--- config.mk ---
export PLATFORM = sky130hd
export DESIGN_NAME = greedy_word_wrap_core
export DESIGN_NICKNAME = d
export VERILOG_FILES = /design/src/rtl/ggw_pkg.sv /design/src/rtl/greedy_word_wrap_core.sv /design/src/rtl/ggw_cell.sv
export SDC_FILE = /design/constraint.sdc
export NUM_CORES = 1
export LEC_CHECK = 0
export ABC_CLOCK_PERIOD_IN_PS = 11100
export BUFFER_PORTS_ARGS = -buffer_cell sky130_fd_sc_hd__buf_4
export CELL_PAD_IN_SITES_DETAIL_PLACEMENT = 1
export CELL_PAD_IN_SITES_GLOBAL_PLACEMENT = 2
export CORE_AREA = 2 2 254 256
export DETAILED_ROUTE_END_ITERATION = 10
export DIE_AREA = 0 0 256 258
export PLACE_DENSITY = 0.49
export SLEW_MARGIN = 20
export SYNTH_ARGS = -nofsm -noshare
export SYNTH_HDL_FRONTEND = slang
export SYNTH_HIERARCHICAL = 1
export SYNTH_SLANG_ARGS = --single-unit
--- constraint.sdc ---
create_clock -name clk -period 11.1 [get_ports clk]
set_clock_uncertainty 0.1 [all_clocks]
set_input_delay 2.22 -clock clk [delete_from_list [all_inputs] [get_ports clk]]
set_output_delay 2.22 -clock clk [all_outputs]
set_load 0.1 [all_outputs]
--- src/rtl/ggw_pkg.sv ---
`timescale 1ns / 1ps

package ggw_pkg;

  localparam logic [7:0] LINE_BREAK = 8'd10;
  localparam logic [7:0] SPACE_CHAR = 8'd32;
  localparam logic [7:0] TAB_CHAR   = 8'd9;
  localparam logic [7:0] CR_CHAR    = 8'd13;
  localparam logic [7:0] COL_RESET  = 8'd80;

  typedef enum logic [3:0] {
    ST_IDLE = 4'b0001,
    ST_BRK  = 4'b0010,
    ST_WORD = 4'b0100,
    ST_WS   = 4'b1000
  } ggw_state_t;

  typedef struct packed {
    logic load;
    logic shift;
  } ggw_cell_ctl_t;

  function automatic logic is_blank(input logic [7:0] ch);
    is_blank = ((ch >= TAB_CHAR) && (ch <= CR_CHAR)) || (ch == SPACE_CHAR);
  endfunction

endpackage

--- src/rtl/greedy_word_wrap_core.sv ---
`timescale 1ns / 1ps

// Channel  | Ports              | Beat contents
// ---------+--------------------+---------------------------------------------
// input    | in_tvalid/tready   | tdata: in_char; tlast: text_end
// output   | out_tvalid/tready  | tdata: out_char; tlast: run_end; tuser: word_cut
// config   | cfg_we, cfg_wdata  | wrap_width, taken on any edge with cfg_we high outside reset
//
// A non-whitespace byte that is not the last is taken while idle and starts no flush.
// A flush emits, in order, an optional line break, the stored word bytes
// and an optional whitespace byte; the cell chain shifts one byte toward
// the output register per cycle while the output is not stalled.
// Synchronous active-low reset clears word and line lengths and state, and sets column width to 80.
// An output stall holds the flush; new bytes are taken only when idle.

module greedy_word_wrap_core #(
  parameter int MAX_WORD = 32
) (
  input  logic       clk,
  input  logic       rst_n,
  input  logic       in_tvalid,
  output logic       in_tready,
  input  logic [7:0] in_tdata,   // [7:0] in_char
  input  logic       in_tlast,
  output logic       out_tvalid,
  input  logic       out_tready,
  output logic [7:0] out_tdata,  // [7:0] out_char
  output logic       out_tlast,
  output logic       out_tuser,  // [0] word_cut
  input  logic       cfg_we,
  input  logic [7:0] cfg_wdata
);

  localparam int WL_W = $clog2(MAX_WORD + 1);

  ggw_pkg::ggw_state_t state_r, state_nxt;
  logic [WL_W-1:0] word_len_r, word_len_nxt;
  logic [7:0]      line_len_r, line_len_nxt;
  logic            word_ovf_r, word_ovf_nxt;
  logic [7:0]      col_width_r;
  logic [WL_W-1:0] cnt_r, cnt_nxt;
  logic            ext_r, ext_nxt;
  logic            cut_r, cut_nxt;
  logic [7:0]      ws_char_r, ws_char_nxt;
  logic            out_valid_r, out_valid_nxt;
  logic [7:0]      out_char_r, out_char_nxt;
  logic            out_last_r, out_last_nxt;
  logic            out_cut_r, out_cut_nxt;

  logic            in_acc, blank, room, store, flush, out_free, shift_en, brk;
  logic [WL_W-1:0] wl_eff;
  logic            ovf_eff;
  logic [8:0]      test_sum, base_sum;
  logic [7:0]      new_line;

  ggw_pkg::ggw_cell_ctl_t cell_ctl [MAX_WORD];
  logic [7:0]             cell_q   [MAX_WORD];

  assign in_tready = (state_r == ggw_pkg::ST_IDLE);
  assign in_acc    = in_tvalid && in_tready;
  assign blank     = ggw_pkg::is_blank(in_tdata);
  assign room      = word_len_r < WL_W'(MAX_WORD);
  assign store     = in_acc && !blank && room;
  assign wl_eff    = store ? word_len_r + WL_W'(1) : word_len_r;
  assign ovf_eff   = word_ovf_r || (in_acc && !blank && !room);
  assign flush     = in_acc && (blank || in_tlast);
  assign out_free  = !out_valid_r || out_tready;

  assign test_sum = {1'b0, line_len_r} + 9'(wl_eff) + 9'(blank);
  assign brk      = test_sum > {1'b0, col_width_r};
  assign base_sum = (brk ? 9'd0 : {1'b0, line_len_r}) + 9'(wl_eff) + 9'(blank);
  assign new_line = base_sum[8] ? 8'hFF : base_sum[7:0];

  genvar gi;
  generate
    for (gi = 0; gi < MAX_WORD; gi++) begin : g_cell
      logic [7:0] right_d;
      if (gi < MAX_WORD - 1) begin : g_mid
        assign right_d = cell_q[gi+1];
      end else begin : g_end
        assign right_d = cell_q[gi];
      end
      assign cell_ctl[gi].load  = store && (word_len_r == WL_W'(gi));
      assign cell_ctl[gi].shift = shift_en;
      ggw_cell u_cell (
        .clk        (clk),
        .ctl        (cell_ctl[gi]),
        .load_data  (in_tdata),
        .right_data (right_d),
        .data       (cell_q[gi])
      );
    end
  endgenerate

  always_comb begin
    state_nxt     = state_r;
    word_len_nxt  = word_len_r;
    line_len_nxt  = line_len_r;
    word_ovf_nxt  = word_ovf_r;
    cnt_nxt       = cnt_r;
    ext_nxt       = ext_r;
    cut_nxt       = cut_r;
    ws_char_nxt   = ws_char_r;
    out_valid_nxt = out_valid_r && !out_tready;
    out_char_nxt  = out_char_r;
    out_last_nxt  = out_last_r;
    out_cut_nxt   = out_cut_r;
    shift_en      = 1'b0;
    case (state_r)
      ggw_pkg::ST_IDLE: begin
        if (in_acc) begin
          if (flush) begin
            word_len_nxt = '0;
            word_ovf_nxt = 1'b0;
            line_len_nxt = in_tlast ? 8'd0 : new_line;
            cnt_nxt      = wl_eff;
            ext_nxt      = blank;
            cut_nxt      = ovf_eff;
            ws_char_nxt  = in_tdata;
            if (brk) begin
              state_nxt = ggw_pkg::ST_BRK;
            end else if (wl_eff != '0) begin
              state_nxt = ggw_pkg::ST_WORD;
            end else if (blank) begin
              state_nxt = ggw_pkg::ST_WS;
            end
          end else begin
            word_len_nxt = wl_eff;
            word_ovf_nxt = ovf_eff;
          end
        end
      end
      ggw_pkg::ST_BRK: begin
        if (out_free) begin
          out_valid_nxt = 1'b1;
          out_char_nxt  = ggw_pkg::LINE_BREAK;
          out_cut_nxt   = 1'b0;
          out_last_nxt  = (cnt_r == '0) && !ext_r;
          if (cnt_r != '0) begin
            state_nxt = ggw_pkg::ST_WORD;
          end else if (ext_r) begin
            state_nxt = ggw_pkg::ST_WS;
          end else begin
            state_nxt = ggw_pkg::ST_IDLE;
          end
        end
      end
      ggw_pkg::ST_WORD: begin
        if (out_free) begin
          out_valid_nxt = 1'b1;
          out_char_nxt  = cell_q[0];
          out_cut_nxt   = cut_r;
          out_last_nxt  = (cnt_r == WL_W'(1)) && !ext_r;
          shift_en      = 1'b1;
          cnt_nxt       = cnt_r - WL_W'(1);
          if (cnt_r == WL_W'(1)) begin
            state_nxt = ext_r ? ggw_pkg::ST_WS : ggw_pkg::ST_IDLE;
          end
        end
      end
      ggw_pkg::ST_WS: begin
        if (out_free) begin
          out_valid_nxt = 1'b1;
          out_char_nxt  = ws_char_r;
          out_cut_nxt   = 1'b0;
          out_last_nxt  = 1'b1;
          state_nxt     = ggw_pkg::ST_IDLE;
        end
      end
      default: begin
        state_nxt = ggw_pkg::ST_IDLE;
      end
    endcase
  end

  always_ff @(posedge clk) begin
    if (!rst_n) begin
      state_r     <= ggw_pkg::ST_IDLE;
      word_len_r  <= '0;
      line_len_r  <= 8'd0;
      word_ovf_r  <= 1'b0;
      col_width_r <= ggw_pkg::COL_RESET;
      out_valid_r <= 1'b0;
    end else begin
      state_r     <= state_nxt;
      word_len_r  <= word_len_nxt;
      line_len_r  <= line_len_nxt;
      word_ovf_r  <= word_ovf_nxt;
      out_valid_r <= out_valid_nxt;
      if (cfg_we) begin
        col_width_r <= cfg_wdata;
      end
    end
  end

  always_ff @(posedge clk) begin
    cnt_r      <= cnt_nxt;
    ext_r      <= ext_nxt;
    cut_r      <= cut_nxt;
    ws_char_r  <= ws_char_nxt;
    out_char_r <= out_char_nxt;
    out_last_r <= out_last_nxt;
    out_cut_r  <= out_cut_nxt;
  end

  assign out_tvalid = out_valid_r;
  assign out_tdata  = out_char_r;
  assign out_tlast  = out_last_r;
  assign out_tuser  = out_cut_r;

  a_word_cnt: assert property (@(posedge clk) disable iff (!rst_n)
    state_r == ggw_pkg::ST_WORD |-> cnt_r != '0)
    else $error("word state entered with no bytes left");

  a_word_len: assert property (@(posedge clk) disable iff (!rst_n)
    word_len_r <= WL_W'(MAX_WORD))
    else $error("word length beyond store depth");

  a_ws_flush: assert property (@(posedge clk) disable iff (!rst_n)
    in_acc && blank |=> state_r != ggw_pkg::ST_IDLE)
    else $error("whitespace beat caused no flush");

  a_last_idle: assert property (@(posedge clk) disable iff (!rst_n)
    state_r == ggw_pkg::ST_WS && out_free |=> out_tvalid && out_tlast)
    else $error("whitespace beat not marked as last of run");

endmodule

--- src/rtl/ggw_cell.sv ---
`timescale 1ns / 1ps

module ggw_cell (
  input  logic                  clk,
  input  ggw_pkg::ggw_cell_ctl_t ctl,
  input  logic [7:0]            load_data,
  input  logic [7:0]            right_data,
  output logic [7:0]            data
);

  logic [7:0] data_r;

  always_ff @(posedge clk) begin
    if (ctl.load) begin
      data_r <= load_data;
    end else if (ctl.shift) begin
      data_r <= right_data;
    end
  end

  assign data = data_r;

endmodule
==> results.py, run 1 <==
metrics = {
    "synthesis": {
        "synth.cell_area_mm2": 0.0157,
        "synth_xor_area_share_pct": 1.06,
        "muxShareOfSynthArea_pct": 25.0,
        "synth_edf_count": 282,
        "ys_seq_area_share_pct": 57.3,
        "syn_inst": 997,
        "synth-seq-cells": 310,
        "synth_async_sr_flop_share_pct": 0,
        "synthFlopType": "edfxtp_1",
        "syn_avg_cell_area_um2": 15.8,
        "yosys.cell_types.count": 57,
        "synth_top_family_by_area": "multiplexers",
        "synth_fa_ha_area_share_pct": 2.42,
        "yosys.area_share.simple_pct": 7.01,
        "synth_compound_area_share_pct": 3.87,
        "yosys_warnings": 6,
        "syn_nets": 1047,
    },
    "grt": {
        "grt_pass1_wl_um": 55400,
        "grt_pass1_vias": 8898,
        "grt_max_degree": 37,
        "grt_use_total_pct": 10.9,
        "grt_antenna_before_repair": 1,
        "grt.overflow.total": 0,
    },
    "status": {
        "status": "finished, final reports clean",
    },
    "die": {
        "num_rows": 93,
        "io_pins": 34,
        "die_y_um": 258,
        "die_area_mm2": 0.0660,
        "coreArea_mm2": 0.0636,
        "initial_core_util_pct": 24.7,
        "fp.dieW_um": 256,
    },
    "finish": {
        "diodes": 0,
        "final-seq-area_mm2": 0.00903,
        "multi_input_area_mm2": 0.00621,
        "nets": 1083,
        "drive_gt1_share_pct": 34.2,
        "fill_cells": 6711,
        "area_growth_syn_to_layout_pct": 13.6,
    },
    "timing": {
        "period_minus_slack_ps": 9160,
        "slew-limit-headroom_pct": 30.1,
        "fmax_mhz": 109,
        "finalMaxSlewViolations": 0,
        "rsz0062_at_grt": "no",
        "finalHoldViolCount": 0,
        "finalSetupTns_ps": 0,
        "min_period_over_period_pct": 82.6,
        "worst_slew_pin_slew_ps": 1050,
        "setup_violations": 0,
    },
    "worst_setup_path": {
        "arrival_ps": 9520,
        "cpPeakStageDelay_ps": 740,
        "cp.required_ps": 11460,
        "critPathCaptureType": "register",
        "path_max_fanout": 34,
        "path_buf_inv": 2,
        "critical_path.top_delay_family": "compound AO/OA/AOI/OAI gates",
        "path_class": "input port to register",
        "crit_slowest_cell": "nor4_1",
        "cpMostUsedCell": "fa_1",
        "cp-start-kind": "input port",
    },
    "clock_tree": {
        "cts_tree": "yes",
        "clk_latency_ps": 550,
        "cts.sinks": 310,
        "clk_path_buf_depth": 3,
        "htree_levels": 2,
        "numCtsBuffers": 40,
        "hold_buffers": 0,
        "path_clk_slew_ps": 50,
        "cts_setup_buffers": 0,
        "root_buffer": "clkbuf_16",
        "cts-resized-gates": 0,
    },
    "drt": {
        "initialDrtViolationCount": 537,
        "drcViolationCount": 0,
        "viasPerCell": 4.21,
        "dr.pass1.iters": 4,
        "routed_wl_um": 35600,
        "final_antenna_net_count": 0,
        "wl_per_cell_um": 18.6,
        "vias": 8072,
    },
    "power": {
        "total_power_w": 0.00257,
        "peakVddDrop_mv": 0.0905,
        "powerDensity_mw_per_mm2": 144,
        "p_leak_nw": 5.82,
    },
    "placement": {
        "dp_hpwl_um": 22500,
        "gp_congestion": 0.725,
        "io_buffers": 33,
    },
    "worst_hold_path": {
        "hold_class": "register to register",
    },
    "job": {
        "cap_viol_max_count": 0,
    },
}
## tightest hold or removal path: stages (launching register included)
cell     delay (ps)
dfxtp_1         330
a21oi_1          40
nor2_1           70
## logic make-up after synthesis
kind of cell             count (synthesis)
buffers and inverters                   72
multiplexers                           265
AO/OA/AOI/OAI                           93
flip-flops                             310
XOR/XNOR                                19
adder cells (fa/ha/maj)                 28
AND/OR/NAND/NOR                        210
## registers in the layout, indices dropped and copies added, names as in the netlist, 4 cells and up
name,flops
cnt_r,6
col_width_r,8
g_cell.u_cell/data,256
state_r,4
line_len_r,8
ws_char_r,8
word_len_r,6
out_tdata,8
## cells in the mapped netlist, drive strengths merged, types with 2 or more instances
master	number	share of area (%)
a211oi	2	0.095
a21boi	7	0.33
a21o	4	0.19
a21oi	22	0.70
a22o	6	0.33
a22oi	4	0.19
a31oi	3	0.12
and2	10	0.41
and3	2	0.079
buf	36	2.5
clkbuf	13	0.31
dfxtp	28	3.6
edfxtp	282	54
fa	4	0.51
ha	24	1.9
inv	23	0.55
mux2	256	24
mux2i	9	0.57
nand2	40	1.0
nand2b	3	0.12
nand3	9	0.29
nand3b	5	0.24
nand4	3	0.12
nor2	65	1.5
nor2b	16	0.64
nor3	7	0.22
nor3b	2	0.095
nor4	3	0.16
nor4b	3	0.36
o211ai	3	0.14
o21a	3	0.14
o21ai	23	0.73
o21bai	2	0.095
o22ai	3	0.12
o311ai	2	0.11
or2	34	1.4
or3	5	0.20
or4b	2	0.13
xnor2	13	0.72
xor2	6	0.33
## metrics by stage
step | setup WS [ps] | cell area, µm² | hold slack, ps | std cells | util (%)
6_report | 1940 | 17900 | 379 | 1916 | 28.1
5_1_grt | 1200 | 17900 | 409 | 1916 | 28.1
4_1_cts | 1900 | 17900 | 392 | 1916 | 28.1
3_5_place_dp | 1310 | 16700 | 379 | 1846 | 26.3
3_3_place_gp | 1640 | 16700 | 357 | 1846 | 26.3
2_1_floorplan | 2580 | 15700 | 339 | 997 | -
## report_power, final
| group | switching, W | total, W | internal, W | leakage [nW] |
|---|---|---|---|---|
| clock | 0.000492 | 0.00119 | 0.000698 | 0.581 |
| sequential | 0.00000575 | 0.00128 | 0.00127 | 1.96 |
| combinational | 0.0000729 | 0.000107 | 0.0000339 | 3.27 |
## cells in the final DEF, fill, tap and decap left out, types with 3 or more instances in the layout
master,instances
edfxtp_1,282
mux2_4,256
nor2_1,62
buf_4,43
clkbuf_16,41
nand2_1,39
or2_1,32
dfxtp_1,28
ha_1,24
inv_1,23
o21ai_0,23
a21oi_1,22
nor2b_1,16
xnor2_1,13
clkbuf_1,12
nand3_1,9
and2_1,9
mux2i_1,9
a21boi_0,7
clkinv_1,7
clkinv_2,7
nor3_1,6
xor2_1,6
a22o_1,6
or3_1,5
nand3b_1,5
a21o_1,4
a22oi_1,4
fa_1,4
nand2b_1,3
nand4_1,3
o21a_1,3
o22ai_1,3
a31oi_1,3
o211ai_1,3
## cell type report
type	count	area share (%)
flip-flops and latches	310	50.4
multi-input cells	615	34.7
clock buffers	53	5.98
well taps	855	5.98
repair buffers	43	1.80
clock inverters	17	0.608
inverters	23	0.482
## final timing paths
check | depth (start not counted) | from | to | slack [ps]
worst max-delay path | 27 | in_tdata[7] | line_len_r[4]$_SDFFE_PN0P_ | 1940
worst min-delay path | 2 | word_ovf_r$_SDFFE_PN0P_ | word_ovf_r$_SDFFE_PN0P_ | 380
worst max register to register | 26 | state_r[3]$_SDFFE_PN0P_ | line_len_r[4]$_SDFFE_PN0P_ | 3440
worst min register to register | 2 | word_ovf_r$_SDFFE_PN0P_ | word_ovf_r$_SDFFE_PN0P_ | 380
## routing by layer
metal  share of wire (%)  vias to the layer above  GRT usage (%)
li1                    -                     3798              -
met1                  49                     4092           15.1
met4                 2.3                        0           3.59
met5                   0                        -              0
met3                 3.8                       56           1.99
met2                  45                      126           17.2
Note: power is estimated with default switching activity, not from simulation.
==> inputs of run 2 (changes only) <==
--- a/config.mk
+++ b/config.mk
@@ -5,14 +5,14 @@
 export SDC_FILE = /design/constraint.sdc
 export NUM_CORES = 1
 export LEC_CHECK = 0
-export ABC_CLOCK_PERIOD_IN_PS = 11100
+export ABC_CLOCK_PERIOD_IN_PS = 7980
 export BUFFER_PORTS_ARGS = -buffer_cell sky130_fd_sc_hd__buf_4
 export CELL_PAD_IN_SITES_DETAIL_PLACEMENT = 1
 export CELL_PAD_IN_SITES_GLOBAL_PLACEMENT = 2
 export CORE_AREA = 2 2 254 256
 export DETAILED_ROUTE_END_ITERATION = 10
 export DIE_AREA = 0 0 256 258
-export PLACE_DENSITY = 0.49
+export PLACE_DENSITY = 0.51
 export SLEW_MARGIN = 20
 export SYNTH_ARGS = -nofsm -noshare
 export SYNTH_HDL_FRONTEND = slang
==> constraint.sdc (replaced) <==
create_clock -name clk -period 7.98 [get_ports clk]
set_clock_uncertainty 0.1 [all_clocks]
set_input_delay 1.596 -clock clk [delete_from_list [all_inputs] [get_ports clk]]
set_output_delay 1.596 -clock clk [all_outputs]
set_load 0.1 [all_outputs]
==> results.py, run 2 (synthesized netlist as in run 1, its figures left out) <==
metrics = {
    "clock_tree": {
        "path_clk_slew_ps": 60,
        "root_buffer": "clkbuf_16",
        "clk_path_buf_depth": 3,
        "cts_tree": "yes",
        "cts-resized-gates": 0,
        "cts_setup_buffers": 0,
        "cts.sinks": 310,
        "clk_latency_ps": 550,
        "numCtsBuffers": 40,
        "htree_levels": 2,
        "hold_buffers": 0,
    },
    "finish": {
        "drive_gt1_share_pct": 36.9,
        "nets": 1121,
        "layout_common_cells": "edfxtp_1 (282), mux2_4 (256), buf_4 (81), nor2_1 (64), clkbuf_16 (41)",
        "mostFrequentLayoutCell": "edfxtp_1",
        "stdcell_area_mm2": 0.0183,
        "largest_reg_flops": 256,
        "area_growth_syn_to_layout_pct": 16.0,
        "fin_cells": 1958,
    },
    "placement": {
        "pre_cts_ws_ps": -125,
        "gp_congestion": 0.724,
        "dp_hpwl_um": 23200,
        "io_buffers": 33,
        "dpl_cell_area_mm2": 0.0170,
        "post-place-cells": 1884,
    },
    "timing": {
        "rsz0062_at_grt": "yes",
        "finalSetupTns_ps": 0,
        "setup_violations": 0,
        "min_period_over_period_pct": 93.4,
        "finalHoldViolCount": 0,
        "worst_slew_pin_slew_ps": 1090,
        "fmax_mhz": 134,
        "slew-limit-headroom_pct": 27.3,
        "period_minus_slack_ps": 7450,
        "fin_ws_ps": 528,
        "finalMaxSlewViolations": 0,
    },
    "power": {
        "total_power_w": 0.00367,
        "clkPwrFrac_pct": 47.4,
        "p_seq_share_pct": 48.3,
        "p_int_w": 0.00286,
        "switchingPower_w": 0.000812,
        "sw_frac_of_total_pct": 22.1,
        "peakVddDrop_mv": 0.127,
        "p_leak_nw": 6.04,
        "comb_power_share_pct": 4.2,
        "powerDensity_mw_per_mm2": 201,
    },
    "worst_setup_path": {
        "rr_endpoint": "line_len_r[7]$_SDFFE_PN0P_",
        "crit_slowest_cell": "fa_1",
        "cpMostUsedCell": "fa_1",
        "cp-start-kind": "input port",
        "path_max_fanout": 6,
        "r2r_cells": 27,
        "r2r_slack_ps": 1230,
        "critPathCaptureType": "register",
        "path_class": "input port to register",
        "path_buf_inv": 4,
        "critical_path.top_delay_family": "compound AO/OA/AOI/OAI gates",
        "cp.depth": 29,
        "cp.required_ps": 8300,
        "crit_start": "in_tdata[0]",
        "crit_path_end": "line_len_r[7]$_SDFFE_PN0P_",
        "cpPeakStageDelay_ps": 480,
        "arrival_ps": 7770,
        "r2r-start": "state_r[3]$_SDFFE_PN0P_",
    },
    "drt": {
        "initialDrtViolationCount": 370,
        "drcViolationCount": 0,
        "final_antenna_net_count": 0,
        "routed_wl_um": 35900,
        "viasPerCell": 4.21,
        "dr.pass1.iters": 6,
        "wl_per_cell_um": 18.3,
        "vias": 8235,
    },
    "status": {
        "status": "finished, final reports clean",
    },
    "die": {
        "coreArea_mm2": 0.0636,
        "die_y_um": 258,
        "fp.dieW_um": 256,
        "num_rows": 93,
        "die_area_mm2": 0.0660,
        "initial_core_util_pct": 24.7,
        "io_pins": 34,
    },
    "grt": {
        "grt_pass1_vias": 8950,
        "grt_antenna_before_repair": 1,
        "grt_use_total_pct": 11.0,
        "grt_pass1_wl_um": 55600,
        "grt_max_degree": 34,
        "grt.overflow.total": 0,
    },
    "worst_hold_path": {
        "hold_class": "register to register",
    },
    "job": {
        "cap_viol_max_count": 0,
    },
}
run 2: tightest hold or removal path, delay by kind of cell, from the launching register on:
| kind | cells | cell delay (ps) |
|---|---|---|
| DFF | 1 | 330 |
| AOI/OAI and AO/OA | 1 | 40 |
| and+or+nand+nor | 1 | 70 |
run 2: how the worst min path moves through the flow:
stage,start,to,depth (start not counted)
after floorplan,word_ovf_r$_SDFFE_PN0P_,word_ovf_r$_SDFFE_PN0P_,2
after detailed placement,word_ovf_r$_SDFFE_PN0P_,word_ovf_r$_SDFFE_PN0P_,2
after CTS,word_ovf_r$_SDFFE_PN0P_,word_ovf_r$_SDFFE_PN0P_,2
after global placement,word_ovf_r$_SDFFE_PN0P_,word_ovf_r$_SDFFE_PN0P_,2
after global routing,col_width_r[4]$_SDFFE_PN1P_,col_width_r[4]$_SDFFE_PN1P_,2
final,word_ovf_r$_SDFFE_PN0P_,word_ovf_r$_SDFFE_PN0P_,2
run 2: power by group through the flow:
stage / clock network (W) / logic (W) / registers, W
CTS: 0.00181 / 0.000160 / 0.00177
global placement: 0 / 0.000158 / 0.00181
detailed placement: 0 / 0.000159 / 0.00181
floorplan: 0 / 0.0000793 / 0.00181
finish: 0.00174 / 0.000155 / 0.00177
global route: 0.00187 / 0.000172 / 0.00178
run 2: area by class of cell:
cell class	count	area, µm²
Antenna cell	2	5.00
Clock buffer	52	1070
Clock inverter	20	181
Fill cell	6742	45400
Inverter	23	86.3
Multi-Input combinational cell	615	6220
Sequential cell	310	9030
Tap cell	855	1070
Timing Repair Buffer	81	608
run 2: metrics by stage:
stage	util, %	hold slack [ps]
detailed placement	26.7	373
global placement	26.7	352
floorplan	-	339
global route	28.7	413
finish	28.7	383
CTS	28.7	388
run 2: per-layer routing:
layer | up-vias | wire [µm] | GRT usage, %
met4 | 0 | 831 | 3.40
met2 | 104 | 16300 | 17.4
met3 | 56 | 1330 | 1.90
met5 | - | 0 | 0
met1 | 4188 | 17400 | 15.2
li1 | 3887 | - | -
